--- config.mk ---
export PLATFORM = sky130hd
export DESIGN_NAME = lbo_judge
export DESIGN_NICKNAME = d
export VERILOG_FILES = /design/src/rtl/lbo_pkg.sv /design/src/rtl/lbo_judge.sv
export SDC_FILE = /design/constraint.sdc
export NUM_CORES = 1
export LEC_CHECK = 0
export ABC_AREA = 1
export BUFFER_PORTS_ARGS = -buffer_cell sky130_fd_sc_hd__buf_2
export CORE_MARGIN = 5
export CORE_UTILIZATION = 50
export DETAILED_ROUTE_END_ITERATION = 6
export PLACE_DENSITY = 0.87
export SLEW_MARGIN = 10
export SYNTH_ARGS = -nofsm -noshare
export SYNTH_HDL_FRONTEND = slang
export SYNTH_SLANG_ARGS = --single-unit
--- constraint.sdc ---
create_clock -name clk -period 1.7 [get_ports clk]
set_clock_uncertainty 0.1 [all_clocks]
set_input_delay 0.17 -clock clk [delete_from_list [all_inputs] [get_ports clk]]
set_output_delay 0.17 -clock clk [all_outputs]
set_load 0.01 [all_outputs]
--- src/rtl/lbo_pkg.sv ---
// lbo_pkg: shared constants, payload types and window types for the
// outer label boundary finder. No dependencies; lbo_window, lbo_judge and the top level import it.
package lbo_pkg;

  // frame and label limits
  localparam int MAX_WIDTH  = 1024;
  localparam int MAX_HEIGHT = 1024;
  localparam int LABEL_BITS = 16;

  // register width of frame_width / frame_height, also used for effective sizes
  localparam int DIM_BITS   = 11;
  // column counter indexes the row stores
  localparam int COL_BITS   = $clog2(MAX_WIDTH);
  // row counter runs past the last row while draining
  localparam int ROW_BITS   = $clog2(MAX_HEIGHT + 2);
  // one row store word holds the older and the newer label of a column
  localparam int STORE_BITS = 2 * LABEL_BITS;

  // configuration register indexes
  localparam int REG_INDEX_BITS = 1;
  localparam logic [REG_INDEX_BITS-1:0] REG_FRAME_WIDTH  = REG_INDEX_BITS'(0);
  localparam logic [REG_INDEX_BITS-1:0] REG_FRAME_HEIGHT = REG_INDEX_BITS'(1);

  localparam logic [DIM_BITS-1:0] FRAME_WIDTH_RESET  = DIM_BITS'(1024);
  localparam logic [DIM_BITS-1:0] FRAME_HEIGHT_RESET = DIM_BITS'(1024);

  // request type codes
  localparam logic REQ_PIXEL = 1'b0;
  localparam logic REQ_DRAIN = 1'b1;

  typedef struct packed {
    logic        req_type;
    logic [15:0] label;
  } item_t;

  typedef struct packed {
    logic boundary;
    logic last;
  } result_t;

  typedef logic [LABEL_BITS-1:0] label_t;

  // 3x3 window, indexed [column][row]; column 0 oldest, row 0 top
  typedef label_t [2:0][2:0] win_t;

  // edge replacement flags and frame end mark for one evaluation
  typedef struct packed {
    logic top;
    logic bottom;
    logic left;
    logic right;
    logic last;
  } edges_t;

endpackage

--- src/rtl/lbo_judge.sv ---
// lbo_judge: edge replacement on the 3x3 window, outer boundary test and
// the result register. Depends on lbo_pkg.
module lbo_judge (
  input  logic             clk,
  input  logic             rst,
  input  logic             job_valid,
  input  lbo_pkg::edges_t  edges,
  input  lbo_pkg::win_t    win,
  output logic             job_take,
  output logic             result_valid,
  input  logic             result_stall,
  output lbo_pkg::result_t result
);
  import lbo_pkg::*;

  logic   load_ok;
  win_t   v;
  label_t center;
  logic   edge4, adj, bg, boundary;
  logic [1:0] csel [3];
  logic [1:0] rsel [3];

  // result register frees when empty or taken
  assign load_ok  = !result_valid || !result_stall;
  assign job_take = job_valid && load_ok;

  // repeat the edge pixel where the neighbor lies outside the frame
  always_comb begin
    csel[0] = edges.left   ? 2'd1 : 2'd0;
    csel[1] = 2'd1;
    csel[2] = edges.right  ? 2'd1 : 2'd2;
    rsel[0] = edges.top    ? 2'd1 : 2'd0;
    rsel[1] = 2'd1;
    rsel[2] = edges.bottom ? 2'd1 : 2'd2;
    for (int j = 0; j < 3; j++) begin
      for (int i = 0; i < 3; i++) begin
        v[j][i] = win[csel[j]][rsel[i]];
      end
    end
  end

  // 4-neighbor max != min means some cross neighbor differs from center;
  // 8-neighbor max != min-ignoring-zeros means some nonzero neighbor differs
  always_comb begin
    center = v[1][1];
    bg     = (center == '0);
    edge4  = (v[0][1] != center) || (v[2][1] != center) ||
             (v[1][0] != center) || (v[1][2] != center);
    adj    = 1'b0;
    for (int j = 0; j < 3; j++) begin
      for (int i = 0; i < 3; i++) begin
        if (!(j == 1 && i == 1)) begin
          adj = adj || ((v[j][i] != '0) && (v[j][i] != center));
        end
      end
    end
    boundary = edge4 && (bg || adj);
  end

  // result register
  always_ff @(posedge clk) begin
    if (rst) begin
      result_valid <= 1'b0;
    end else if (load_ok) begin
      result_valid <= job_valid;
    end
  end

  always_ff @(posedge clk) begin
    if (job_take) begin
      result.boundary <= boundary;
      result.last     <= edges.last;
    end
  end

  // a job waits only behind a stalled result
  a_job_waits_on_stall: assert property (@(posedge clk) disable iff (rst)
    job_valid && !job_take |-> result_valid && result_stall)
    else $error("evaluation job held without a stalled result");

  // a stalled result stays put
  a_result_held: assert property (@(posedge clk) disable iff (rst)
    result_valid && result_stall |=> result_valid && $stable(result))
    else $error("stalled result changed");

  // a taken result with nothing behind it empties the register
  a_result_drains: assert property (@(posedge clk) disable iff (rst)
    result_valid && !result_stall && !job_valid |=> !result_valid)
    else $error("result register did not empty");

endmodule

==> results of run 1 <==
## cell usage after synthesis
cell	count	area [µm²]
nand3_1	245	1230
nand4_1	14	87.6
inv_4	2	12.5
o211ai_2	6	75.1
buf_6	7	78.8
nand2_1	564	2120
nor4_1	7	43.8
o21ai_0	47	235
dfxtp_1	1	20.0
or2_0	1	6.26
clkinv_1	6	22.5
edfxtp_1	2	60.1
nor3_1	2	10.0
buf_2	41	205
and2_1	5	31.3
nor2_2	1	6.26
a21oi_1	16	80.1
xor2_1	2	17.5
inv_2	2	7.51
buf_4	10	75.1
o211ai_1	10	75.1
nand3b_1	1	7.51
o21bai_1	1	7.51
o21ai_1	2	10.0
clkbuf_1	20	75.1
nor2_1	146	548
inv_1	89	334
nor3b_1	1	7.51
## power by group through the flow
| stage | Combinational [mW] | Clock (mW) | Sequential, mW |
|---|---|---|---|
| 3_5_place_dp | 1.83 | 0 | 0.0849 |
| 2_1_floorplan | 1.15 | 0 | 0.0863 |
| 3_3_place_gp | 1.80 | 0 | 0.0847 |
| 5_1_grt | 2.26 | 0.239 | 0.0840 |
| 4_1_cts | 1.92 | 0.232 | 0.0838 |
| 6_report | 2.07 | 0.235 | 0.0837 |
## worst paths after layout
path / from / endpoint / slack [ns] / cells after the start
hold reg to reg: result_valid / result_valid / 0.37 / 2
setup reg to reg: result_valid / result[1] / 0.52 / 1
setup / recovery: win[68] / result[1] / -0.19 / 15
hold / removal: rst / result_valid / 0.008 / 2
## cell type report
type                            count  area share (%)
Sequential cell                     3            1.08
Inverter                           99            5.43
Multi-Input combinational cell   1071            62.6
Timing Repair Buffer              267            27.8
Timing Repair inverter              2           0.134
Clock buffer                        4           0.605
Tap cell                          140            2.35
## cells in the final DEF (no fill, tap or decap), drive strengths merged
cell and instances:
a21oi 16, and2 5, buf 262, bufbuf 1, clkbuf 8, clkinv 5, clkinvlp 5, dfxtp 1
edfxtp 2, inv 91, nand2 564, nand3 245, nand3b 1, nand4 14, nor2 147, nor3 2
nor3b 1, nor4 7, o211ai 16, o21ai 49, o21bai 1, or2 1, xor2 2
## kinds of logic after synthesis
kind of cell              count (synthesis)  synth area share [%]
and+or+nand+nor                         987                  74.6
DFF                                       3                  1.46
AOI/OAI and AO/OA                        82                  8.81
buffers and inverters                   177                  14.8
xor gates and xnor gates                  2                 0.320
## flip-flops by register name (all words and copies together) (netlist names)
name and cells:
result_valid 1, result 2
## per-layer routing
layer	global-route usage (%)	up-vias
met2	58.4	837
met1	41.6	3928
met4	22.1	0
met5	0	-
met3	7.03	245
li1	-	4385
## timing repair
action                                  CTS  global route
pin swaps                                14            24
setup buffers                             1             4
hold buffers                              0             0
gates resized for setup                  30            29
endpoints found under the setup margin    1             1
gates cloned                              7             4
endpoints found under the hold margin     0             0
## stage by stage
step | utilization, % | setup slack, ns | TNS, ns
after global routing | 69.0 | -0.293 | -0.293
after CTS | 67.0 | -0.00381 | -0.00381
after global placement | 64.4 | -0.341 | -0.341
after detailed placement | 64.4 | -0.389 | -0.389
after floorplan | - | 0.00184 | 0
final | 69.0 | -0.189 | -0.189
==> results.yml, run 1 <==
status:
  status: "finished, violations left"
  violations: "DRC, setup timing"
power:
  power_switching_share_pct: 54.9
  p_int_mw: 1.08
  total_power_mw: 2.39
  power.share.clock_pct: 9.8
  power_density_mw_per_mm2: 321
  pwr-share-comb_pct: 86.7
  pwr-share-seq_pct: 3.5
  power_leakage_nw: 4.36
  vdd_drop_max_v: 0.000240
  power.switching_mw: 1.31
finish:
  final_cells: 1586
  num-fill-cells: 986
  area_growth_pct: 35.9
  multi_input_area_mm2: 0.00466
  final_nets: 1600
  drive_gt1_share_pct: 21.4
  register_area_um2: 80.1
  antenna_cells: 0
  final_area_mm2: 0.00745
synth:
  ys_warn_count: 0
  netlist_area_mm2: 0.00548
  avgSynthCellArea_um2: 4.38
  synthCells: 1251
  synth.yosys.seq_area_share_pct: 1.46
  syn_nets: 1404
  ys_types: 28
  yosys_register_bits: 3
sta:
  worst_slack_ns: -0.189
  grt_setup_unrepaired: "true"
  setup_viol: 1
  post-route-period-util_pct: 111
  timing.slew.headroom_pct: 65.7
  finalHoldWorstSlack_ns: 0.00823
  finalCriticalPeriod_ns: 1.89
  hold_viol: 0
  max_slew.worst_pin.slew_ns: 0.515
  fmax_mhz: 529
  report.final.slew_viol_count: 0
critical_path:
  critPathRequiredTime_ns: 1.58
  crit_type: "in -> reg"
  crit_fanout: 5
  crit_path_start_kind: "input pin"
  cp_slowest_cell: "buf_2"
  crit_path_frequent_cell: "nand2_1"
  cpPeakStageDelay_ns: 0.20
  endpoint_kind: "flip-flop"
  cp_cell_sequence: "buf_2, inv_1, buf_4, nand3_1, nand2_1, nor2_1, nand2_1, nor2_1, nand2_1, nand2_1, nand2_1, nor2_2, nand3_2, nor2_2, nor2_1"
  path_buf_inv: 3
  crit_family: "simple AND/OR/NAND/NOR gates"
  critPathArrivalTime_ns: 1.77
floorplan:
  rows: 38
  initial_utilization_pct: 50.8
  die_x_um: 115
  io_pins: 157
  dieArea_mm2: 0.0132
  core_mm2: 0.0108
  die_h_um: 115
grt:
  antenna_found_initial: 0
  grt_max_degree: 31
  grt_usage_pct: 35.2
  gr-total-overflow: 0
  grt_pass1_wl_um: 38300
  grt_pass1_vias: 8508
worst_hold_path:
  hp-class: "in -> reg"
clocking:
  cts_root_buf: "clkbuf_8"
  ctsHtreeMaxLevel: 1
  cts_sinks: 3
  cts_made_buffers: 3
  cts_tree: "yes"
  clk_latency_ns: 0.22
  clock_path_buffers: 2
  clk_pin_slew_ns: 0.05
detailed_routing:
  drt-initial-drc-count: 1519
  ant_nets: 0
  vias_per_cell: 5.92
  vias: 9395
  firstDrtPassIters: 7
  routed.top_layer: "met4"
  met2WireLength_um: 10800
  finalWirelength_um: 25100
  met3_length_um: 3610
  met1Wirelength_um: 8680
  drc: 27
  wl_per_cell_um: 15.8
place:
  dp_hpwl_um: 18100
  dpl-instance-area_mm2: 0.00695
  io_buffers: 156
  dp.cells: 1566
  gp_congestion: 1.02
flow_run:
  drv_cap: 0
Power figures use the tool's default switching activity.
==> run 2: changes to the inputs <==
--- a/config.mk
+++ b/config.mk
@@ -11,6 +11,7 @@
 export CORE_UTILIZATION = 50
 export DETAILED_ROUTE_END_ITERATION = 6
 export PLACE_DENSITY = 0.87
+export SKIP_CTS_REPAIR_TIMING = 1
 export SLEW_MARGIN = 10
 export SYNTH_ARGS = -nofsm -noshare
 export SYNTH_HDL_FRONTEND = slang
==> results.yml, run 2 (same netlist as run 1, synthesis figures left out) <==
floorplan:
  initial_utilization_pct: 50.8
  rows: 38
  die_x_um: 115
  die_h_um: 115
  io_pins: 157
  core_mm2: 0.0108
  dieArea_mm2: 0.0132
sta:
  max_slew.worst_pin.slew_ns: 0.582
  finalCriticalPeriod_ns: 1.88
  worst_slack_ns: -0.185
  setup_tns_ns: -0.185
  fmax_mhz: 531
  finalHoldWorstSlack_ns: 0.00765
  setup_viol: 1
  timing.slew.headroom_pct: 60.8
  post-route-period-util_pct: 111
  report.final.slew_viol_count: 0
  grt_setup_unrepaired: "true"
  hold_viol: 0
critical_path:
  cp_cell_sequence: "buf_16, inv_12, buf_4, buf_6, nand3_1, nand2_1, nor2_1, nand2_1, nor2_1, nand2_1, nand2_1, nand3_1, nor2_2, nand3_2, nor2_2, nor2_1"
  cpPeakStageDelay_ns: 0.16
  crit_path_frequent_cell: "nand2_1"
  critPathRequiredTime_ns: 1.58
  worst-r2r-cell-count: 1
  critPathArrivalTime_ns: 1.77
  crit_path_start_kind: "input pin"
  endpoint_kind: "flip-flop"
  r2r_slack_ns: 0.51
  crit_fanout: 8
  cp_slowest_cell: "nor2_1"
  crit_type: "in -> reg"
grt:
  grt_pass1_wl_um: 35700
  gr-total-overflow: 0
  grt_usage_pct: 32.5
  antenna_found_initial: 0
  grt_pass1_vias: 8113
  grt_max_degree: 60
finish:
  antenna_cells: 0
  num-fill-cells: 899
  final_nets: 1620
  layout_common_cells: "nand2_1, nand3_1, buf_2"
  drive_gt1_share_pct: 24.1
  final_cells: 1606
  reg_top3: "result (2), result_valid (1)"
  area_growth_pct: 41.9
  final_area_mm2: 0.00778
  largest_reg_flops: 2
  mostFrequentLayoutCell: "nand2_1"
  top_register: "result"
clocking:
  ctsHtreeMaxLevel: 1
  cts_made_buffers: 3
  cts_tree: "yes"
  cts_sinks: 3
  clock_path_buffers: 2
  clk_latency_ns: 0.22
  clk_pin_slew_ns: 0.05
  cts_root_buf: "clkbuf_8"
detailed_routing:
  wl_per_cell_um: 16.6
  finalWirelength_um: 26600
  drc: 28
  firstDrtPassIters: 7
  drt-initial-drc-count: 1601
  ant_nets: 0
  vias: 9783
  vias_per_cell: 6.09
place:
  io_buffers: 156
  gp_congestion: 1.02
  dp_hpwl_um: 18100
  place_ws_ns: -0.389
  dp.cells: 1566
  dpl-instance-area_mm2: 0.00695
worst_hold_path:
  hp-class: "in -> reg"
  hold_depth: 2
power:
  power_leakage_nw: 4.50
  power_density_mw_per_mm2: 323
  vdd_drop_max_v: 0.000235
status:
  status: "finished, violations left"
  violations: "DRC, setup timing"
flow_run:
  drv_cap: 0
-- run 2: final timing paths --
kind / start / to
worst max-delay path: edges[1] / result[1]
worst min-delay path: rst / result_valid
worst max register to register: result_valid / result[1]
worst min register to register: result_valid / result_valid
-- run 2: worst max-delay path, delay by kind of cell --
kind / cells / cell delay (ns)
and+or+nand+nor: 12 / 1.12
buffers and inverters: 4 / 0.47
-- run 2: metal layers --
| metal | vias to the layer above | part of all wire, % | GRT usage (%) |
|---|---|---|---|
| li1 | 4432 | - | - |
| met1 | 4047 | 32 | 39.7 |
| met2 | 987 | 42 | 54.8 |
| met3 | 317 | 16 | 4.18 |
| met4 | 0 | 9.6 | 18.9 |
| met5 | - | 0 | 0 |
-- run 2: metrics by stage --
| stage | util, % | power (mW) |
|---|---|---|
| floorplan | - | 1.24 |
| global placement | 64.4 | 1.89 |
| detailed placement | 64.4 | 1.92 |
| CTS | 64.8 | 2.16 |
| global route | 72.1 | 2.69 |
| finish | 72.1 | 2.51 |
-- run 2: where the power goes --
group,internal [mW],switching [mW]
clock,0.162,0.0720
sequential,0.0818,0.00184
combinational,0.890,1.30
total,1.13,1.37
-- run 2: cell type report --
cell class / count / area [µm²] / area share (%)
well taps: 140 / 175 / 2.25
flip-flops and latches: 3 / 80.1 / 1.03
multi-input cells: 1071 / 4740 / 60.9
inverters: 99 / 422 / 5.42
clock buffers: 4 / 45.0 / 0.579
repair buffers: 289 / 2320 / 29.8
==> run 3: changes to the inputs <==
--- a/config.mk
+++ b/config.mk
@@ -5,13 +5,11 @@
 export SDC_FILE = /design/constraint.sdc
 export NUM_CORES = 1
 export LEC_CHECK = 0
-export ABC_AREA = 1
 export BUFFER_PORTS_ARGS = -buffer_cell sky130_fd_sc_hd__buf_2
 export CORE_MARGIN = 5
-export CORE_UTILIZATION = 50
+export CORE_UTILIZATION = 42
 export DETAILED_ROUTE_END_ITERATION = 6
 export PLACE_DENSITY = 0.87
-export SKIP_CTS_REPAIR_TIMING = 1
 export SLEW_MARGIN = 10
 export SYNTH_ARGS = -nofsm -noshare
 export SYNTH_HDL_FRONTEND = slang
==> results.yml, run 3 <==
critical_path:
  crit_type: "in -> reg"
  crit_family: "compound AO/OA/AOI/OAI gates"
  path_buf_inv: 2
  cp.depth: 9
  endpoint_kind: "flip-flop"
  crit_path_start_kind: "input pin"
  cp_cell_sequence: "buf_2, buf_4, mux2i_1, xnor2_1, nor4_1, o2111a_1, a211o_1, o211a_1, a31oi_1"
  crit_fanout: 12
  cp_slowest_cell: "nor4_1"
  cpPeakStageDelay_ns: 0.32
  worst-r2r-cell-count: 1
  critPathArrivalTime_ns: 1.87
  critPathRequiredTime_ns: 1.55
synth:
  avgSynthCellArea_um2: 7.84
  synth-edff-count: 2
  ys_async_sr_fraction_pct: 0
  yosys_most_used_dff: "edfxtp_1"
  synth.yosys.seq_area_share_pct: 2.87
  netlist_area_mm2: 0.00279
  synth_top_area_cell: "xnor2_1"
  ys_top_cells_by_area: "xnor2_1, mux2i_1, xor2_1, nor4_1, nand4_1"
  ys_types: 39
  yosys_register_bits: 3
  ys_top_cells_by_count: "xnor2_1, xor2_1, mux2i_1"
  syn_nets: 509
  synth.most_common_cell: "xnor2_1"
  synth_top_area_share_pct: 21.6
  synthCells: 356
  ys_warn_count: 0
detailed_routing:
  finalWirelength_um: 13500
  wl_per_cell_um: 20.3
  drc: 0
  vias: 4057
  ant_nets: 0
  firstDrtPassIters: 5
  vias_per_cell: 6.09
  drt-initial-drc-count: 472
floorplan:
  io_pins: 157
  die_h_um: 91.5
  rows: 29
  die_x_um: 91.5
  initial_utilization_pct: 43.5
  core_mm2: 0.00642
  dieArea_mm2: 0.00838
grt:
  antenna_found_initial: 0
  grt_pass1_vias: 4226
  grt_usage_pct: 29.1
  grt_pass1_wl_um: 20100
  grt_max_degree: 20
  gr-total-overflow: 0
finish:
  antenna_cells: 0
  final_area_mm2: 0.00457
  largest_reg_flops: 2
  utilization_pct: 71.2
  top_register: "result"
  reg_top3: "result (2), result_valid (1)"
  area_growth_pct: 63.7
  final_nets: 743
  drive_gt1_share_pct: 48.6
  mostFrequentLayoutCell: "buf_2"
  layout_common_cells: "buf_2, buf_4, xnor2_1"
clocking:
  cts_sinks: 3
  clk_latency_ns: 0.22
  cts_made_buffers: 3
  cts_root_buf: "clkbuf_8"
  cts_tree: "yes"
  clock_path_buffers: 2
  clk_pin_slew_ns: 0.04
  ctsHtreeMaxLevel: 1
power:
  power_density_mw_per_mm2: 322
  power_leakage_nw: 2.07
  vdd_drop_max_v: 0.000164
  total_power_mw: 1.47
sta:
  report.final.slew_viol_count: 0
  post-route-period-util_pct: 119
  grt_setup_unrepaired: "true"
  timing.slew.headroom_pct: 64.1
  fmax_mhz: 496
  finalCriticalPeriod_ns: 2.02
  setup_viol: 1
  worst_slack_ns: -0.317
  hold_viol: 0
  setup_tns_ns: -0.317
  max_slew.worst_pin.slew_ns: 0.533
flow_run:
  drv_cap: 0
place:
  place_ws_ns: -0.637
  gp_congestion: 1.01
  io_buffers: 156
  dp_hpwl_um: 10900
  dpl-instance-area_mm2: 0.00426
worst_hold_path:
  hp-class: "in -> reg"
  hold_depth: 2
status:
  status: "finished, violations left"
  violations: "setup timing"
==> run 3: cell count changes in the layout (fill, tap and decap cells not counted), moves of 18 or more <==
cell	delta
nand2_1	-540
nand3_1	-232
nor2_1	-125
inv_1	-82
xnor2_1	+69
xor2_1	+57
mux2i_1	+48
o21ai_0	-40
nor4_1	+39
nand2_2	-18
==> run 3: cell type report <==
type / instances / area (µm²)
multi-input combinational: 324 / 2730
fill: 495 / 1850
timing repair buffer: 255 / 1610
sequential: 3 / 80.1
tap: 77 / 96.3
inverter: 3 / 11.3
clock buffer: 4 / 45.0
==> run 3: metal layers <==
layer | global-route usage, % | vias to the layer above | wire length, µm
met5 | 0 | - | 0
met4 | 10.2 | 0 | 648
met3 | 5.62 | 74 | 1470
met2 | 50.1 | 311 | 6310
met1 | 35.8 | 1862 | 5070
li1 | - | 1810 | -
==> run 3: power by group <==
group / switching (mW) / leakage (nW) / internal [mW] / total [mW]
Combinational: 0.584 / 2.02 / 0.589 / 1.17
Sequential: 0.00154 / 0.0261 / 0.0825 / 0.0841
Clock: 0.0530 / 0.0228 / 0.161 / 0.214
Total: 0.638 / 2.07 / 0.832 / 1.47
==> run 3: worst paths after layout <==
kind                                   start      endpoint  slack, ns
worst max-delay path                edges[1]     result[1]      -0.32
worst min-delay path                     rst  result_valid      0.005
worst max register to register  result_valid     result[0]       0.48
worst min register to register  result_valid  result_valid       0.41
==> run 3: per-stage QoR <==
stage / instances / hold slack (ns)
global placement: 656 / 0.228
global route: 666 / 0.0211
detailed placement: 656 / 0.231
finish: 666 / 0.00461
floorplan: 356 / 0.142
CTS: 661 / 0.00371
==> run 3: timing repair <==
action                     CTS  global route
pin swaps                    6            13
setup endpoints to repair    1             1
buffers inserted             1             5
hold buffers                 0             0
gates resized for setup     13            26
==> run 3: kinds of logic after synthesis <==
logic type | Yosys count | share of synthesized area, %
buf+inv | 29 | 6.14
flops | 3 | 2.87
compound gates | 34 | 9.46
xor+xnor | 128 | 40.2
mux | 54 | 19.4
simple gates | 108 | 22.0
